<file path="config.mk">
export PLATFORM = sky130hd
export DESIGN_NAME = shell_control_marker_scanner_flat
export DESIGN_NICKNAME = d
export VERILOG_FILES = /design/src/hw/rtl/scm_pkg.sv /design/src/hw/rtl/scm_if.sv /design/src/hw/rtl/shell_control_marker_scanner.sv /design/src/flat_wrapper.sv
export SDC_FILE = /design/constraint.sdc
export NUM_CORES = 1
export LEC_CHECK = 0
export ABC_AREA = 1
export BUFFER_PORTS_ARGS = -buffer_cell sky130_fd_sc_hd__buf_4
export CORE_UTILIZATION = 60
export DETAILED_ROUTE_END_ITERATION = 12
export PLACE_DENSITY = 0.89
export SLEW_MARGIN = 40
export SYNTH_ARGS = -nofsm -noshare
export SYNTH_HDL_FRONTEND = slang
export SYNTH_SLANG_ARGS = --single-unit
</file>
<file path="constraint.sdc">
create_clock -name clk -period 8.26 [get_ports clk]
set_input_delay 0 -clock clk [delete_from_list [all_inputs] [get_ports clk]]
set_output_delay 0 -clock clk [all_outputs]
set_load 0.01 [all_outputs]
</file>
<file path="src/hw/rtl/scm_pkg.sv">
// ----------------------------------------------------------------------------
// scm_pkg
// Types, codes, keyword table and character helpers shared by the shell
// control marker scanner, its channel interfaces and its checker.
// ----------------------------------------------------------------------------
package scm_pkg;

	// result kinds
	localparam logic [3:0] KIND_THEN    = 4'd0;
	localparam logic [3:0] KIND_ELIF    = 4'd1;
	localparam logic [3:0] KIND_ELSE    = 4'd2;
	localparam logic [3:0] KIND_IN      = 4'd3;
	localparam logic [3:0] KIND_DO      = 4'd4;
	localparam logic [3:0] KIND_FI      = 4'd5;
	localparam logic [3:0] KIND_DONE    = 4'd6;
	localparam logic [3:0] KIND_ESAC    = 4'd7;
	localparam logic [3:0] KIND_SUMMARY = 4'd8;

	// keyword ids beyond the reported kinds
	localparam logic [3:0] KW_IF    = 4'd8;
	localparam logic [3:0] KW_FOR   = 4'd9;
	localparam logic [3:0] KW_WHILE = 4'd10;
	localparam logic [3:0] KW_UNTIL = 4'd11;
	localparam logic [3:0] KW_CASE  = 4'd12;
	localparam logic [3:0] KW_NONE  = 4'd13;
	localparam int         KW_COUNT = 13;

	// configuration register indexes
	localparam int         CFG_IDX_W        = 1;
	localparam logic [0:0] REG_SCAN_MODE    = 1'b0;
	localparam logic [0:0] REG_MARKER_LIMIT = 1'b1;
	localparam logic [7:0] MARKER_LIMIT_RST = 8'd32;

	// scan modes
	localparam logic MODE_MARKER = 1'b0;
	localparam logic MODE_DEPTH  = 1'b1;

	// quote state
	localparam logic [1:0] Q_NONE   = 2'd0;
	localparam logic [1:0] Q_SINGLE = 2'd1;
	localparam logic [1:0] Q_DOUBLE = 2'd2;

	// pending pair character
	localparam logic [1:0] PEND_NONE = 2'd0;
	localparam logic [1:0] PEND_AMP  = 2'd1;
	localparam logic [1:0] PEND_BAR  = 2'd2;

	// leading phase in marker mode
	localparam logic [1:0] LEAD_BLANKS = 2'd0;
	localparam logic [1:0] LEAD_WORD   = 2'd1;
	localparam logic [1:0] LEAD_DONE   = 2'd2;

	// word buffer limits
	localparam logic [2:0] WORD_KEEP = 3'd5;
	localparam logic [2:0] WORD_LONG = 3'd6;

	// characters
	localparam logic [7:0] CH_NUL    = 8'h00;
	localparam logic [7:0] CH_TAB    = 8'h09;
	localparam logic [7:0] CH_LF     = 8'h0a;
	localparam logic [7:0] CH_CR     = 8'h0d;
	localparam logic [7:0] CH_SPACE  = 8'h20;
	localparam logic [7:0] CH_DQUOTE = 8'h22;
	localparam logic [7:0] CH_AMP    = 8'h26;
	localparam logic [7:0] CH_SQUOTE = 8'h27;
	localparam logic [7:0] CH_SEMI   = 8'h3b;
	localparam logic [7:0] CH_BAR    = 8'h7c;
	localparam logic [7:0] CH_UNDER  = 8'h5f;

	// keywords, first character in the low byte, zero padded
	localparam logic [39:0] KW_CHARS [KW_COUNT] = '{
		40'h00_6e_65_68_74, // then
		40'h00_66_69_6c_65, // elif
		40'h00_65_73_6c_65, // else
		40'h00_00_00_6e_69, // in
		40'h00_00_00_6f_64, // do
		40'h00_00_00_69_66, // fi
		40'h00_65_6e_6f_64, // done
		40'h00_63_61_73_65, // esac
		40'h00_00_00_66_69, // if
		40'h00_00_72_6f_66, // for
		40'h65_6c_69_68_77, // while
		40'h6c_69_74_6e_75, // until
		40'h00_65_73_61_63  // case
	};
	localparam logic [2:0] KW_LEN [KW_COUNT] = '{
		3'd4, 3'd4, 3'd4, 3'd2, 3'd2, 3'd2, 3'd4, 3'd4,
		3'd2, 3'd3, 3'd5, 3'd5, 3'd4
	};

	// one result item
	typedef struct packed {
		logic [3:0]        kind;
		logic [15:0]       start_offset;
		logic [15:0]       after_offset;
		logic [7:0]        marker_index;
		logic signed [7:0] depth_change;
		logic              construct_closed;
		logic              last;
	} result_t;

	function automatic logic is_ident(input logic [7:0] c);
		return (c >= 8'h61 && c <= 8'h7a) || (c >= 8'h41 && c <= 8'h5a) ||
			(c >= 8'h30 && c <= 8'h39) || (c == CH_UNDER);
	endfunction

	function automatic logic is_blank(input logic [7:0] c);
		return (c == CH_SPACE) || (c == CH_TAB) || (c == CH_CR);
	endfunction

	function automatic logic is_space(input logic [7:0] c);
		return is_blank(c) || (c == CH_LF);
	endfunction

	function automatic logic is_boundary(input logic [7:0] c);
		return is_space(c) || (c == CH_SEMI) || (c == CH_NUL);
	endfunction

	// keyword id of a buffered word, KW_NONE if none matches
	function automatic logic [3:0] kw_classify(input logic [39:0] chars,
			input logic [2:0] len);
		logic [3:0] id;
		id = KW_NONE;
		for (int i = KW_COUNT - 1; i >= 0; i--) begin
			if (chars == KW_CHARS[i] && len == KW_LEN[i])
				id = 4'(i);
		end
		return id;
	endfunction

	// keywords after which a new command starts
	function automatic logic opens_command(input logic [3:0] id);
		return (id == KW_IF) || (id == KIND_ELIF) || (id == KW_WHILE) ||
			(id == KW_UNTIL) || (id == KIND_DO) || (id == KIND_THEN) ||
			(id == KIND_ELSE);
	endfunction

endpackage

</file>
<file path="src/hw/rtl/scm_if.sv">
// ----------------------------------------------------------------------------
// scm channel interfaces
// Valid/ready channels for text bytes, result items and register writes.
// ----------------------------------------------------------------------------

// text byte channel
interface scm_in_if;
	logic       valid;
	logic       ready;
	logic [7:0] text_byte;
	logic       first_of_text;

	modport source (output valid, output text_byte, output first_of_text, input ready);
	modport sink (input valid, input text_byte, input first_of_text, output ready);
endinterface

// result channel
interface scm_out_if;
	logic              valid;
	logic              ready;
	logic [3:0]        kind;
	logic [15:0]       start_offset;
	logic [15:0]       after_offset;
	logic [7:0]        marker_index;
	logic signed [7:0] depth_change;
	logic              construct_closed;
	logic              last;

	modport source (output valid, output kind, output start_offset, output after_offset,
		output marker_index, output depth_change, output construct_closed, output last,
		input ready);
	modport sink (input valid, input kind, input start_offset, input after_offset,
		input marker_index, input depth_change, input construct_closed, input last,
		output ready);
endinterface

// register write channel
interface scm_cfg_if;
	logic                             valid;
	logic                             ready;
	logic [scm_pkg::CFG_IDX_W-1:0]    index;
	logic [7:0]                       data;

	modport source (output valid, output index, output data, input ready);
	modport sink (input valid, input index, input data, output ready);
endinterface

</file>
<file path="src/hw/rtl/shell_control_marker_scanner.sv">
// ----------------------------------------------------------------------------
// shell_control_marker_scanner
// Scans shell text a byte at a time for control construct markers and
// reports them with offsets, plus one summary per zero-terminated text.
// ----------------------------------------------------------------------------
// The scanner takes one text byte per clock while it does not stall. An
// accepted byte lands in an input register and is scanned by a single pass
// of keyword and flag logic that updates the scan state and writes zero,
// one or two result transactions into a four-entry result queue. Only a
// byte that causes both a marker and the summary puts two results in the
// queue, and since the result port drains one per cycle when ready, the
// input stalls when more than two results are still waiting. With the
// result side always ready a text is scanned at one byte per cycle.
// Registers are written through their own channel, which is always ready;
// the user writes them only between texts; the block does not enforce this.
module shell_control_marker_scanner
	import scm_pkg::*;
#(
	parameter int MAX_TEXT_LENGTH  = 65536,
	parameter int MARKER_LIMIT_MAX = 255
) (
	input  logic clk,
	input  logic arst_n,
	scm_in_if.sink     text_in,
	scm_out_if.source  result_out,
	scm_cfg_if.sink    cfg
);

	localparam int POS_CAP_I = (MAX_TEXT_LENGTH - 1 < 65535) ? MAX_TEXT_LENGTH - 1 : 65535;
	localparam logic [15:0] POS_CAP = 16'(POS_CAP_I);
	localparam int LIM_BITS = $clog2(MARKER_LIMIT_MAX + 1);
	localparam int CMP_W = (LIM_BITS > 8) ? LIM_BITS : 8;
	localparam logic [CMP_W-1:0] LIM_MAX_C = CMP_W'(MARKER_LIMIT_MAX);

	// configuration registers
	logic       scan_mode_q;
	logic [7:0] marker_limit_q;

	// input stage
	logic       vld_s1;
	logic [7:0] byte_s1;
	logic       first_s1;

	// scan state
	logic [1:0]        lead_q;
	logic [1:0]        quote_q;
	logic              cmd_q;
	logic              prev_bnd_q;
	logic [1:0]        pend_q;
	logic [39:0]       wchars_q;
	logic [2:0]        wlen_q;
	logic              wmode_q;
	logic [15:0]       wstart_q;
	logic              wcmd_q;
	logic [15:0]       bpos_q;
	logic signed [7:0] depth_q;
	logic [7:0]        mcnt_q;
	logic              stopped_q;

	// next scan state
	logic [1:0]        lead_d;
	logic [1:0]        quote_d;
	logic              cmd_d;
	logic              prev_bnd_d;
	logic [1:0]        pend_d;
	logic [39:0]       wchars_d;
	logic [2:0]        wlen_d;
	logic              wmode_d;
	logic [15:0]       wstart_d;
	logic              wcmd_d;
	logic [15:0]       bpos_d;
	logic signed [7:0] depth_d;
	logic [7:0]        mcnt_d;
	logic              stopped_d;

	// scan pass working values
	logic [7:0]        c;
	logic [15:0]       pos;
	logic              done;
	logic [7:0]        pair_ch;
	logic [3:0]        kw_id;
	logic              opener;
	logic              closer;
	logic [7:0]        lim;
	logic signed [8:0] sum_depth;
	result_t           res0;
	result_t           res1;
	result_t           sum_res;
	logic [1:0]        nres;

	// result queue
	result_t    fifo_q [4];
	logic [1:0] wr_ptr_q;
	logic [1:0] rd_ptr_q;
	logic [2:0] cnt_q;
	logic       proc_fire;
	logic       pop;
	logic [2:0] push_cnt;

	// register writes
	assign cfg.ready = 1'b1;

	always_ff @(posedge clk or negedge arst_n) begin
		if (!arst_n) begin
			scan_mode_q    <= MODE_MARKER;
			marker_limit_q <= MARKER_LIMIT_RST;
		end else if (cfg.valid) begin
			unique case (cfg.index)
				REG_SCAN_MODE:    scan_mode_q    <= cfg.data[0];
				REG_MARKER_LIMIT: marker_limit_q <= cfg.data;
			endcase
		end
	end

	// input register
	assign proc_fire     = vld_s1 && (cnt_q <= 3'd2);
	assign text_in.ready = !vld_s1 || proc_fire;

	always_ff @(posedge clk or negedge arst_n) begin
		if (!arst_n) begin
			vld_s1 <= 1'b0;
		end else if (text_in.ready) begin
			vld_s1 <= text_in.valid;
		end
	end

	always_ff @(posedge clk) begin
		if (text_in.ready && text_in.valid) begin
			byte_s1  <= text_in.text_byte;
			first_s1 <= text_in.first_of_text;
		end
	end

	// effective marker limit
	always_comb begin
		if (CMP_W'(marker_limit_q) < LIM_MAX_C)
			lim = marker_limit_q;
		else
			lim = 8'(MARKER_LIMIT_MAX);
	end

	// scan pass for the byte in the input register
	always_comb begin
		lead_d     = lead_q;
		quote_d    = quote_q;
		cmd_d      = cmd_q;
		prev_bnd_d = prev_bnd_q;
		pend_d     = pend_q;
		wchars_d   = wchars_q;
		wlen_d     = wlen_q;
		wmode_d    = wmode_q;
		wstart_d   = wstart_q;
		wcmd_d     = wcmd_q;
		bpos_d     = bpos_q;
		depth_d    = depth_q;
		mcnt_d     = mcnt_q;
		stopped_d  = stopped_q;
		c          = byte_s1;
		done       = 1'b0;
		pair_ch    = CH_AMP;
		kw_id      = KW_NONE;
		opener     = 1'b0;
		closer     = 1'b0;
		sum_depth  = '0;
		res0       = '0;
		res1       = '0;
		sum_res    = '0;
		nres       = 2'd0;

		// restart on the first byte of a text
		if (first_s1) begin
			lead_d    = LEAD_BLANKS;
			quote_d   = Q_NONE;
			cmd_d     = 1'b1;
			prev_bnd_d = 1'b1;
			pend_d    = PEND_NONE;
			wchars_d  = '0;
			wlen_d    = '0;
			wmode_d   = 1'b0;
			wstart_d  = '0;
			wcmd_d    = 1'b0;
			bpos_d    = '0;
			depth_d   = (scan_mode_q == MODE_MARKER) ? 8'sd1 : 8'sd0;
			mcnt_d    = '0;
			stopped_d = 1'b0;
		end
		pos = bpos_d;

		if (!stopped_d) begin
			// inside quotes only the closing quote matters
			if (quote_d != Q_NONE) begin
				if (c == ((quote_d == Q_SINGLE) ? CH_SQUOTE : CH_DQUOTE))
					quote_d = Q_NONE;
				done = 1'b1;
			end

			// second half of && or ||
			if (!done && pend_d != PEND_NONE) begin
				pair_ch = (pend_d == PEND_AMP) ? CH_AMP : CH_BAR;
				pend_d  = PEND_NONE;
				if (c == pair_ch) begin
					cmd_d = 1'b1;
					done  = 1'b1;
				end else begin
					cmd_d = 1'b0;
				end
			end

			// word in progress: extend it or finish it
			if (!done && wmode_d) begin
				if (is_ident(c)) begin
					if (wlen_d < WORD_KEEP)
						wchars_d = wchars_d | (40'(c) << {wlen_d, 3'b000});
					if (wlen_d < WORD_LONG)
						wlen_d = wlen_d + 3'd1;
					done = 1'b1;
				end else begin
					wmode_d = 1'b0;
					if (!is_boundary(c)) begin
						cmd_d = 1'b0;
					end else begin
						kw_id  = kw_classify(wchars_d, wlen_d);
						opener = (kw_id >= KW_IF) && (kw_id <= KW_CASE);
						closer = (kw_id >= KIND_FI) && (kw_id <= KIND_ESAC);
						if (scan_mode_q == MODE_MARKER) begin
							if (opener) begin
								if (wcmd_d && depth_d < 8'sd127)
									depth_d = depth_d + 8'sd1;
							end else if (closer) begin
								if (wcmd_d) begin
									if (depth_d != -8'sd128)
										depth_d = depth_d - 8'sd1;
									if (depth_d == 8'sd0) begin
										if (mcnt_d < lim) begin
											res0.kind         = kw_id;
											res0.start_offset = wstart_d;
											res0.after_offset = pos;
											res0.marker_index = mcnt_d;
											nres              = 2'd1;
											mcnt_d            = mcnt_d + 8'd1;
										end
										stopped_d = 1'b1;
									end
								end
							end else if (depth_d == 8'sd1 && kw_id <= KIND_DO && mcnt_d < lim) begin
								res0.kind         = kw_id;
								res0.start_offset = wstart_d;
								res0.after_offset = pos;
								res0.marker_index = mcnt_d;
								nres              = 2'd1;
								mcnt_d            = mcnt_d + 8'd1;
							end
							cmd_d = opens_command(kw_id);
						end else begin
							if (wcmd_d) begin
								if (opener && depth_d < 8'sd127)
									depth_d = depth_d + 8'sd1;
								else if (closer && depth_d != -8'sd128)
									depth_d = depth_d - 8'sd1;
							end
							cmd_d = wcmd_d && opens_command(kw_id);
						end
					end
					if (stopped_d)
						done = 1'b1;
				end
			end

			// marker mode skips leading blanks and the first word
			if (!done && scan_mode_q == MODE_MARKER && lead_d != LEAD_DONE) begin
				if (lead_d == LEAD_BLANKS) begin
					if (is_space(c))
						done = 1'b1;
					else
						lead_d = LEAD_WORD;
				end
				if (!done) begin
					if (is_ident(c))
						done = 1'b1;
					else
						lead_d = LEAD_DONE;
				end
			end

			// ordinary byte
			if (!done && c != CH_NUL) begin
				if (c == CH_SQUOTE || c == CH_DQUOTE) begin
					quote_d = (c == CH_SQUOTE) ? Q_SINGLE : Q_DOUBLE;
					cmd_d   = 1'b0;
				end else if (c == CH_SEMI || c == CH_LF) begin
					cmd_d = 1'b1;
				end else if (c == CH_AMP || c == CH_BAR) begin
					pend_d = (c == CH_AMP) ? PEND_AMP : PEND_BAR;
				end else if (is_blank(c)) begin
					cmd_d = cmd_d;
				end else if (is_ident(c) && prev_bnd_d) begin
					wmode_d  = 1'b1;
					wchars_d = 40'(c);
					wlen_d   = 3'd1;
					wstart_d = pos;
					wcmd_d   = cmd_d;
				end else begin
					cmd_d = 1'b0;
				end
			end
		end

		prev_bnd_d = is_boundary(c);
		bpos_d     = (pos < POS_CAP) ? pos + 16'd1 : POS_CAP;

		// zero byte: summary and restart
		if (c == CH_NUL) begin
			sum_depth = {depth_d[7], depth_d};
			if (scan_mode_q == MODE_MARKER)
				sum_depth = sum_depth - 9'sd1;
			sum_res.kind             = KIND_SUMMARY;
			sum_res.after_offset     = pos;
			sum_res.marker_index     = mcnt_d;
			sum_res.depth_change     = (sum_depth < -9'sd128) ? -8'sd128 : sum_depth[7:0];
			sum_res.construct_closed = (scan_mode_q == MODE_MARKER) && stopped_d;
			if (nres == 2'd0)
				res0 = sum_res;
			else
				res1 = sum_res;
			nres = nres + 2'd1;

			lead_d     = LEAD_BLANKS;
			quote_d    = Q_NONE;
			cmd_d      = 1'b1;
			prev_bnd_d = 1'b1;
			pend_d     = PEND_NONE;
			wchars_d   = '0;
			wlen_d     = '0;
			wmode_d    = 1'b0;
			wstart_d   = '0;
			wcmd_d     = 1'b0;
			bpos_d     = '0;
			depth_d    = (scan_mode_q == MODE_MARKER) ? 8'sd1 : 8'sd0;
			mcnt_d     = '0;
			stopped_d  = 1'b0;
		end

		// mark the final result of this byte
		if (nres == 2'd1)
			res0.last = 1'b1;
		else if (nres == 2'd2)
			res1.last = 1'b1;
	end

	// scan state registers
	always_ff @(posedge clk or negedge arst_n) begin
		if (!arst_n) begin
			lead_q     <= LEAD_BLANKS;
			quote_q    <= Q_NONE;
			cmd_q      <= 1'b1;
			prev_bnd_q <= 1'b1;
			pend_q     <= PEND_NONE;
			wchars_q   <= '0;
			wlen_q     <= '0;
			wmode_q    <= 1'b0;
			wstart_q   <= '0;
			wcmd_q     <= 1'b0;
			bpos_q     <= '0;
			depth_q    <= 8'sd1;
			mcnt_q     <= '0;
			stopped_q  <= 1'b0;
		end else if (proc_fire) begin
			lead_q     <= lead_d;
			quote_q    <= quote_d;
			cmd_q      <= cmd_d;
			prev_bnd_q <= prev_bnd_d;
			pend_q     <= pend_d;
			wchars_q   <= wchars_d;
			wlen_q     <= wlen_d;
			wmode_q    <= wmode_d;
			wstart_q   <= wstart_d;
			wcmd_q     <= wcmd_d;
			bpos_q     <= bpos_d;
			depth_q    <= depth_d;
			mcnt_q     <= mcnt_d;
			stopped_q  <= stopped_d;
		end
	end

	// result queue
	assign pop      = result_out.valid && result_out.ready;
	assign push_cnt = proc_fire ? {1'b0, nres} : 3'd0;

	always_ff @(posedge clk) begin
		if (proc_fire && nres != 2'd0)
			fifo_q[wr_ptr_q] <= res0;
		if (proc_fire && nres == 2'd2)
			fifo_q[wr_ptr_q + 2'd1] <= res1;
	end

	always_ff @(posedge clk or negedge arst_n) begin
		if (!arst_n) begin
			wr_ptr_q <= '0;
			rd_ptr_q <= '0;
			cnt_q    <= '0;
		end else begin
			wr_ptr_q <= wr_ptr_q + push_cnt[1:0];
			if (pop)
				rd_ptr_q <= rd_ptr_q + 2'd1;
			cnt_q <= cnt_q + push_cnt - {2'b00, pop};
		end
	end

	// result port
	assign result_out.valid            = (cnt_q != 3'd0);
	assign result_out.kind             = fifo_q[rd_ptr_q].kind;
	assign result_out.start_offset     = fifo_q[rd_ptr_q].start_offset;
	assign result_out.after_offset     = fifo_q[rd_ptr_q].after_offset;
	assign result_out.marker_index     = fifo_q[rd_ptr_q].marker_index;
	assign result_out.depth_change     = fifo_q[rd_ptr_q].depth_change;
	assign result_out.construct_closed = fifo_q[rd_ptr_q].construct_closed;
	assign result_out.last             = fifo_q[rd_ptr_q].last;

endmodule

</file>
<file path="src/flat_wrapper.sv">
// flat-port wrapper written by rule: the top's interface ports become plain ports
module shell_control_marker_scanner_flat import scm_pkg::*;
#(
	parameter int MAX_TEXT_LENGTH  = 65536,
	parameter int MARKER_LIMIT_MAX = 255
)
  (clk, arst_n, text_in_valid, text_in_text_byte, text_in_first_of_text, text_in_ready, result_out_valid, result_out_kind, result_out_start_offset, result_out_after_offset, result_out_marker_index, result_out_depth_change, result_out_construct_closed, result_out_last, result_out_ready, cfg_valid, cfg_index, cfg_data, cfg_ready);
  scm_in_if text_in_i ();
  scm_out_if result_out_i ();
  scm_cfg_if cfg_i ();
  input  logic clk;
  input  logic arst_n;
  input wire logic [$bits(text_in_i.valid)-1:0] text_in_valid;
  input wire logic [$bits(text_in_i.text_byte)-1:0] text_in_text_byte;
  input wire logic [$bits(text_in_i.first_of_text)-1:0] text_in_first_of_text;
  output wire logic [$bits(text_in_i.ready)-1:0] text_in_ready;
  output wire logic [$bits(result_out_i.valid)-1:0] result_out_valid;
  output wire logic [$bits(result_out_i.kind)-1:0] result_out_kind;
  output wire logic [$bits(result_out_i.start_offset)-1:0] result_out_start_offset;
  output wire logic [$bits(result_out_i.after_offset)-1:0] result_out_after_offset;
  output wire logic [$bits(result_out_i.marker_index)-1:0] result_out_marker_index;
  output wire logic [$bits(result_out_i.depth_change)-1:0] result_out_depth_change;
  output wire logic [$bits(result_out_i.construct_closed)-1:0] result_out_construct_closed;
  output wire logic [$bits(result_out_i.last)-1:0] result_out_last;
  input wire logic [$bits(result_out_i.ready)-1:0] result_out_ready;
  input wire logic [$bits(cfg_i.valid)-1:0] cfg_valid;
  input wire logic [$bits(cfg_i.index)-1:0] cfg_index;
  input wire logic [$bits(cfg_i.data)-1:0] cfg_data;
  output wire logic [$bits(cfg_i.ready)-1:0] cfg_ready;
  assign text_in_i.valid = text_in_valid;
  assign text_in_i.text_byte = text_in_text_byte;
  assign text_in_i.first_of_text = text_in_first_of_text;
  assign text_in_ready = text_in_i.ready;
  assign result_out_valid = result_out_i.valid;
  assign result_out_kind = result_out_i.kind;
  assign result_out_start_offset = result_out_i.start_offset;
  assign result_out_after_offset = result_out_i.after_offset;
  assign result_out_marker_index = result_out_i.marker_index;
  assign result_out_depth_change = result_out_i.depth_change;
  assign result_out_construct_closed = result_out_i.construct_closed;
  assign result_out_last = result_out_i.last;
  assign result_out_i.ready = result_out_ready;
  assign cfg_i.valid = cfg_valid;
  assign cfg_i.index = cfg_index;
  assign cfg_i.data = cfg_data;
  assign cfg_ready = cfg_i.ready;
  shell_control_marker_scanner #(.MAX_TEXT_LENGTH(MAX_TEXT_LENGTH), .MARKER_LIMIT_MAX(MARKER_LIMIT_MAX)) u_core (.clk(clk), .arst_n(arst_n), .text_in(text_in_i), .result_out(result_out_i), .cfg(cfg_i));
endmodule
</file>
After elaboration in Yosys (flattened, before gate mapping)
Memories as Yosys holds them, arrays and structs flattened.
Index checks and enable logic that the tools add are counted.
{"block": "totals", "regBits": 128, "mem_bits_rw": 216, "in_bits": 23, "output_inout_bits": 57, "wordCells": 395, "memories": 1}
{"name": "u_core.fifo_q", "words": 4, "word_bits": 54, "read_ports": 1, "rd_ports_with_merged_regs": 0, "write_ports": 2, "line": "shell_control_marker_scanner.sv:92", "source": "result_t fifo_q [4];"}
{"block": "op_classes", "add_sub_neg": 12, "order_cmp": 19, "eq_ne": 42, "shift": 1, "muxes": 224, "bitwise": 3, "reduce_logical": 71}
{"op": "$mux W44", "count": 11}
{"op": "$mux W40", "count": 12}
{"op": "$mux W8", "count": 38}
{"op": "$eq A40 B31 Y1 const B", "count": 6}
{"op": "$mux W54", "count": 4}
{"op": "$mux W16", "count": 12}
{"op": "$eq A40 B15 Y1 const B", "count": 4}
{"op": "$eq A40 B39 Y1 const B", "count": 2}
{"op": "$mux W1", "count": 79}
{"op": "$mux W2", "count": 36}
{"op": "$mux W3", "count": 17}
{"op": "$mux W4", "count": 12}
{"op": "$eq A40 B23 Y1 const B", "count": 1}
{"op": "$eq A8 B6 Y1 const B", "count": 5}
{"op": "$or A40 B40 Y40", "count": 1}
{"op": "$shl A8 B6 Y40", "count": 1}
{"op": "$logic_and A1 B1 Y1", "count": 36}
{"op": "$eq A8 B4 Y1 const B", "count": 3}
{"op": "$logic_or A1 B1 Y1", "count": 18}
{"op": "$mux W9", "count": 2}
{"op": "$add A16 B1 Y16 const B", "count": 1}
{"op": "$eq A8 B7 Y1 const B", "count": 2}
{"op": "$eq A8 B8 Y1", "count": 2}
{"op": "$ge A8 B7 Y1 const B", "count": 2}
{"op": "other kinds (43)", "count": 65}

Longest topological paths before layout
{"block": "logic_depth", "depth_word": 56, "mapped_depth": 36, "mapped_depth_nobuf": 31}

Worst setup path after synthesis
No wires, ideal clock.
{"block": "synth_timing", "path_kind": "register to register", "start": "reg u_core.first_s1", "end": "mem u_core.fifo_q[1][0] (netlist bit) (enable)", "setup_ns": 0.393, "t_arrival_ns": 5.691, "required_time_ns": 7.867, "setup_slack_ns": 2.176, "stages_incl_launch_ff": 32, "path_buffers": 8, "period_less_slack_ns": 6.084, "cell_sequence": "edfxtp_1 -> buf_6 -> buf_4 -> buf_2 -> buf_1 -> clkbuf_1 -> nor2_1 -> clkbuf_1 -> ha_1 -> inv_1 -> nor2_1 -> nand2_1 -> nor2_1 -> nand2_1 -> nor2_1 -> nand2_1 -> nand3_1 -> nor2_1 -> nand4_1 -> nand2_2 -> nand2_1 -> nand3_1 -> o21ai_2 -> nand2_2 -> nor2_4 -> buf_1 -> ha_1 -> nand2_1 -> nor3_1 -> inv_2 -> clkbuf_1 -> nand2_1"}
{"item": "from (decl)", "line": "shell_control_marker_scanner.sv:42", "source": "logic first_s1;"}
{"item": "from (signal assigned)", "line": "shell_control_marker_scanner.sv:130", "source": "first_s1 <= text_in.first_of_text;"}
{"item": "to (decl)", "line": "shell_control_marker_scanner.sv:92"}

==> qor.yml <==
run_status: "finished clean"
core_area_sq_um: 33700
synth_mux_area_share_pct: 0
groute.layer.met2.usage_pct: 62.7
timing.setup.tns_ns: 0
ys_seq_area_share_pct: 43.6
use_met3_pct: 6.23
grt_first_pass_wirelength_um: 108000
synth-xor-area-share_pct: 1.52
count_of_flip_flops_with_a_built_in_enable_after_synthesis: 149
critPathTopFamily: "simple AND/OR/NAND/NOR gates"
cp_slowest_stage_delay_ns: 0.61
power_frac_clock_pct: 30.6
met1_track_usage_gr_pct: 51.4
maximum_number_of_pins_on_one_net_before_global_route_repair: 81
finalNetCount: 2794
drive_above_1_share_pct: 10.6
crit-reg2reg-launch: "u_core.first_s1$_DFFE_PP_"
synth.top_cells.by_count: "sky130_fd_sc_hd__nand2_1, sky130_fd_sc_hd__nor2_1, sky130_fd_sc_hd__o21ai_0, sky130_fd_sc_hd__nand3_1, sky130_fd_sc_hd__inv_1"
synth_warnings: 0
synth_flop_cell: "sky130_fd_sc_hd__edfxtp_1"
total_length_of_routed_wires_um: 68300
rsz0062_at_grt: "no"
crit_required_ns: 8.49
initial_antenna_violation_count: 0
ctsLongestPathBuffers: 3
synth_simple_gate_area_share_pct: 27.0
synth_most_common_cell: "sky130_fd_sc_hd__nand2_1"
netlist_area_before_placement_sq_um: 20600
ant_nets: 0
tritoncts_num_sinks: 344
clock-root-buffer: "sky130_fd_sc_hd__clkbuf_16"
synth.ff_latch_count: 344
viasPerCell: 6.57
drt_drc_violations_left: 0
yosys.cell_types.count: 66
worst_slew_margin_rel_pct: 38.7
gr_util_all_layers_pct: 38.5
maxCapViolations: 0
drtPass1Iterations: 7
critPathBufInv: 8
synth_adder_area_share_pct: 1.80
syn2layout_area_growth_pct: 11.3
synth_top_cells_by_area: "sky130_fd_sc_hd__edfxtp_1, sky130_fd_sc_hd__dfrtp_1, sky130_fd_sc_hd__nand2_1"
worst_r2r_endpoint: "u_core.fifo_q[1][2]$_DFFE_PP_"
timing.hold.worst.class: "in -> async"
diodes: 0
cts_hold_buf: 23
timing.critical_path.fanout_max: 62
timing.setup.critical_path_class: "reg -> reg"
worstPathArrival_ns: 6.81
cts-buffers-inserted: 38
busiest_layer: "met2"
vias: 21200
die_w_um: 187
global_route_congestion_overflow_total: 0
cts_post_setup_buffers_inserted: 0
post-route-util_pct: 68.1
post_synth_net_total: 2774
wl_per_cell_um: 21.2
power_frac_seq_pct: 33.2
p_int_w: 0.00356
report.final.setup_viol: 0
boundaryPins: 80
clk_pin_slew_ns: 0.06
pwr_density_cell_nw_per_um2: 252
fin_hold_ws_ns: 0.0312
cts_tree: "done"
power_leakage_nw: 9.29
first_global_vias: 19900
initial_core_util_pct: 61.2
total_power_w: 0.00578
postSynthAreaPerCell_sq_um: 7.57
final-max-slew-violation-count: 0
critical_path_start_type: "flip-flop"
finClkSkew_ns: 0.0237
largest_family_of_logic_cells_by_synthesized_area: "simple AND/OR/NAND/NOR gates"
routabilityCongestion: 0.953
power_switching_share_pct: 38.5
die_area_sq_um: 35100
ff2ff_setup_slack_ns: 1.69
cp_slowest_cell: "sky130_fd_sc_hd__nand2_1"
drt_iter0_drc: 3322
fillerInstances: 2665
clock_latency_reported_for_the_late_side_of_the_worst_skew_pair_ns: 0.55
core.rowCount: 67
maximum_clock_frequency_mhz: 152
final_hold_viol_count: 0
cp_cell_instances: "buf_4 > inv_8 > o21ai_0 > nand2_1 > nor2_2 > nand2_1 > nor2_1 > nand4_1 > nand3_1 > nor2_2 > a21boi_2 > nor2_2 > nand2_2 > nor2_4 > inv_2 > ha_1 > nor2_1 > inv_1 > nor3_1 > buf_4 > clkinv_1 > buf_4 > nand2_1 > buf_12"
synth_top_area_cell: "sky130_fd_sc_hd__edfxtp_1"
cts.htree.levels: 2
end_kind: "flip-flop"
fin_crit_ns: 6.57
dieHeight_um: 187
r2r_cells: 24
switching_power_w: 0.00223
combinationalPowerShare_pct: 36.3
hpwl_um: 45200
compound_cell_area_share_of_the_yosys_netlist_pct: 17.9
post_cts_resized: 0
syn-instance-count: 2722
worstMarginPinSlew_ns: 0.917
post-route-period-util_pct: 79.6
maximum_vdd_drop_mv: 0.405
ys_async_sr_fraction_pct: 34.6
numPortBuffers: 78
synthDominantCellAreaShare_pct: 21.7
==> how the worst max path moves through the flow <==
stage / startpoint / endpoint / depth (start not counted)
after floorplan: u_core.first_s1$_DFFE_PP_ / u_core.fifo_q[1][0]$_DFFE_PP_ / 31
after global placement: u_core.wlen_q[0]$_DFFE_PN0P_ / u_core.fifo_q[3][2]$_DFFE_PP_ / 28
after detailed placement: u_core.wlen_q[0]$_DFFE_PN0P_ / u_core.fifo_q[3][16]$_DFFE_PP_ / 28
after CTS: u_core.wlen_q[0]$_DFFE_PN0P_ / u_core.fifo_q[3][7]$_DFFE_PP_ / 28
after global routing: u_core.first_s1$_DFFE_PP_ / u_core.fifo_q[1][7]$_DFFE_PP_ / 29
final: u_core.first_s1$_DFFE_PP_ / u_core.fifo_q[1][2]$_DFFE_PP_ / 24
==> cell type report <==
type | count | area (sq um) | area share [%]
Sequential cell | 344 | 8980 | 39.1
Clock buffer | 52 | 1070 | 4.68
Multi-Input combinational cell | 1962 | 10000 | 43.6
Clock inverter | 18 | 226 | 0.987
Tap cell | 448 | 561 | 2.44
Timing Repair Buffer | 135 | 1100 | 4.82
Inverter | 261 | 993 | 4.33
==> worst register-to-register path, cell delays in order (launching register included) <==
cell                       delay [ns]
sky130_fd_sc_hd__edfxtp_1        0.37
sky130_fd_sc_hd__buf_4           0.35
sky130_fd_sc_hd__inv_8           0.22
sky130_fd_sc_hd__o21ai_0         0.28
sky130_fd_sc_hd__nand2_1         0.11
sky130_fd_sc_hd__nor2_2          0.43
sky130_fd_sc_hd__nand2_1         0.20
sky130_fd_sc_hd__nor2_1          0.24
sky130_fd_sc_hd__nand4_1         0.14
sky130_fd_sc_hd__nand3_1         0.23
sky130_fd_sc_hd__nor2_2          0.10
sky130_fd_sc_hd__a21boi_2        0.20
sky130_fd_sc_hd__nor2_2          0.23
sky130_fd_sc_hd__nand2_2         0.12
sky130_fd_sc_hd__nor2_4          0.52
sky130_fd_sc_hd__inv_2           0.26
sky130_fd_sc_hd__ha_1            0.27
sky130_fd_sc_hd__nor2_1          0.12
sky130_fd_sc_hd__inv_1           0.11
sky130_fd_sc_hd__nor3_1          0.16
sky130_fd_sc_hd__buf_4           0.25
sky130_fd_sc_hd__clkinv_1        0.11
sky130_fd_sc_hd__buf_4           0.34
sky130_fd_sc_hd__nand2_1         0.64
sky130_fd_sc_hd__buf_12          0.28
==> kinds of logic after synthesis <==
family	after synthesis
other cells	1
buf+inv	416
flops	344
simple gates	1242
compound gates	655
fa+ha+maj	29
xor+xnor	35
==> through the flow <==
stage	instances	setup slack [ns]	instance area [sq um]
after floorplan	2722	2.18	20600
after CTS	3220	1.53	22900
after global routing	3220	1.22	22900
after global placement	3126	1.80	21300
final	3220	1.69	22900
after detailed placement	3127	1.57	21400
==> sequential cells by signal, indices dropped and copies added, names as in the netlist, 2 cells and up <==
signal,flops
u_core.mcnt_q,8
u_core.wr_ptr_q,2
u_core.wstart_q,16
u_core.pend_q,2
u_core.lead_q,2
u_core.rd_ptr_q,2
u_core.wchars_q,40
u_core.fifo_q,216
u_core.wlen_q,3
u_core.quote_q,2
u_core.depth_q,8
u_core.byte_s1,8
u_core.bpos_q,16
u_core.cnt_q,3
u_core.marker_limit_q,8
==> power groups by stage <==
stage,registers (W),clock network (W),logic (W)
6_report,0.00192,0.00177,0.00210
5_1_grt,0.00192,0.00184,0.00226
4_1_cts,0.00191,0.00177,0.00204
3_5_place_dp,0.00195,0,0.00201
3_3_place_gp,0.00195,0,0.00196
2_1_floorplan,0.00193,0,0.00128
==> layer usage <==
layer	vias to the layer above	share of wire, %
met4	0	4.1
met3	268	11
met5	-	0
li1	9437	-
met2	1554	46
met1	9910	38
==> placed cells by master (no fill, tap or decap), types with 20 or more instances in the layout <==
cell type	instances
sky130_fd_sc_hd__a21oi_1	90
sky130_fd_sc_hd__buf_4	109
sky130_fd_sc_hd__clkbuf_16	39
sky130_fd_sc_hd__dfrtp_1	114
sky130_fd_sc_hd__dfxtp_1	76
sky130_fd_sc_hd__dlygate4sd3_1	22
sky130_fd_sc_hd__edfxtp_1	149
sky130_fd_sc_hd__ha_1	28
sky130_fd_sc_hd__inv_1	224
sky130_fd_sc_hd__inv_2	25
sky130_fd_sc_hd__nand2_1	463
sky130_fd_sc_hd__nand2_2	22
sky130_fd_sc_hd__nand3_1	231
sky130_fd_sc_hd__nand4_1	79
sky130_fd_sc_hd__nor2_1	331
sky130_fd_sc_hd__nor2_2	21
sky130_fd_sc_hd__nor3_1	44
sky130_fd_sc_hd__o211ai_1	20
sky130_fd_sc_hd__o21ai_0	314
sky130_fd_sc_hd__o21ai_1	20
sky130_fd_sc_hd__o22ai_1	166
sky130_fd_sc_hd__xor2_1	27
Power figures use the tool's default switching activity.
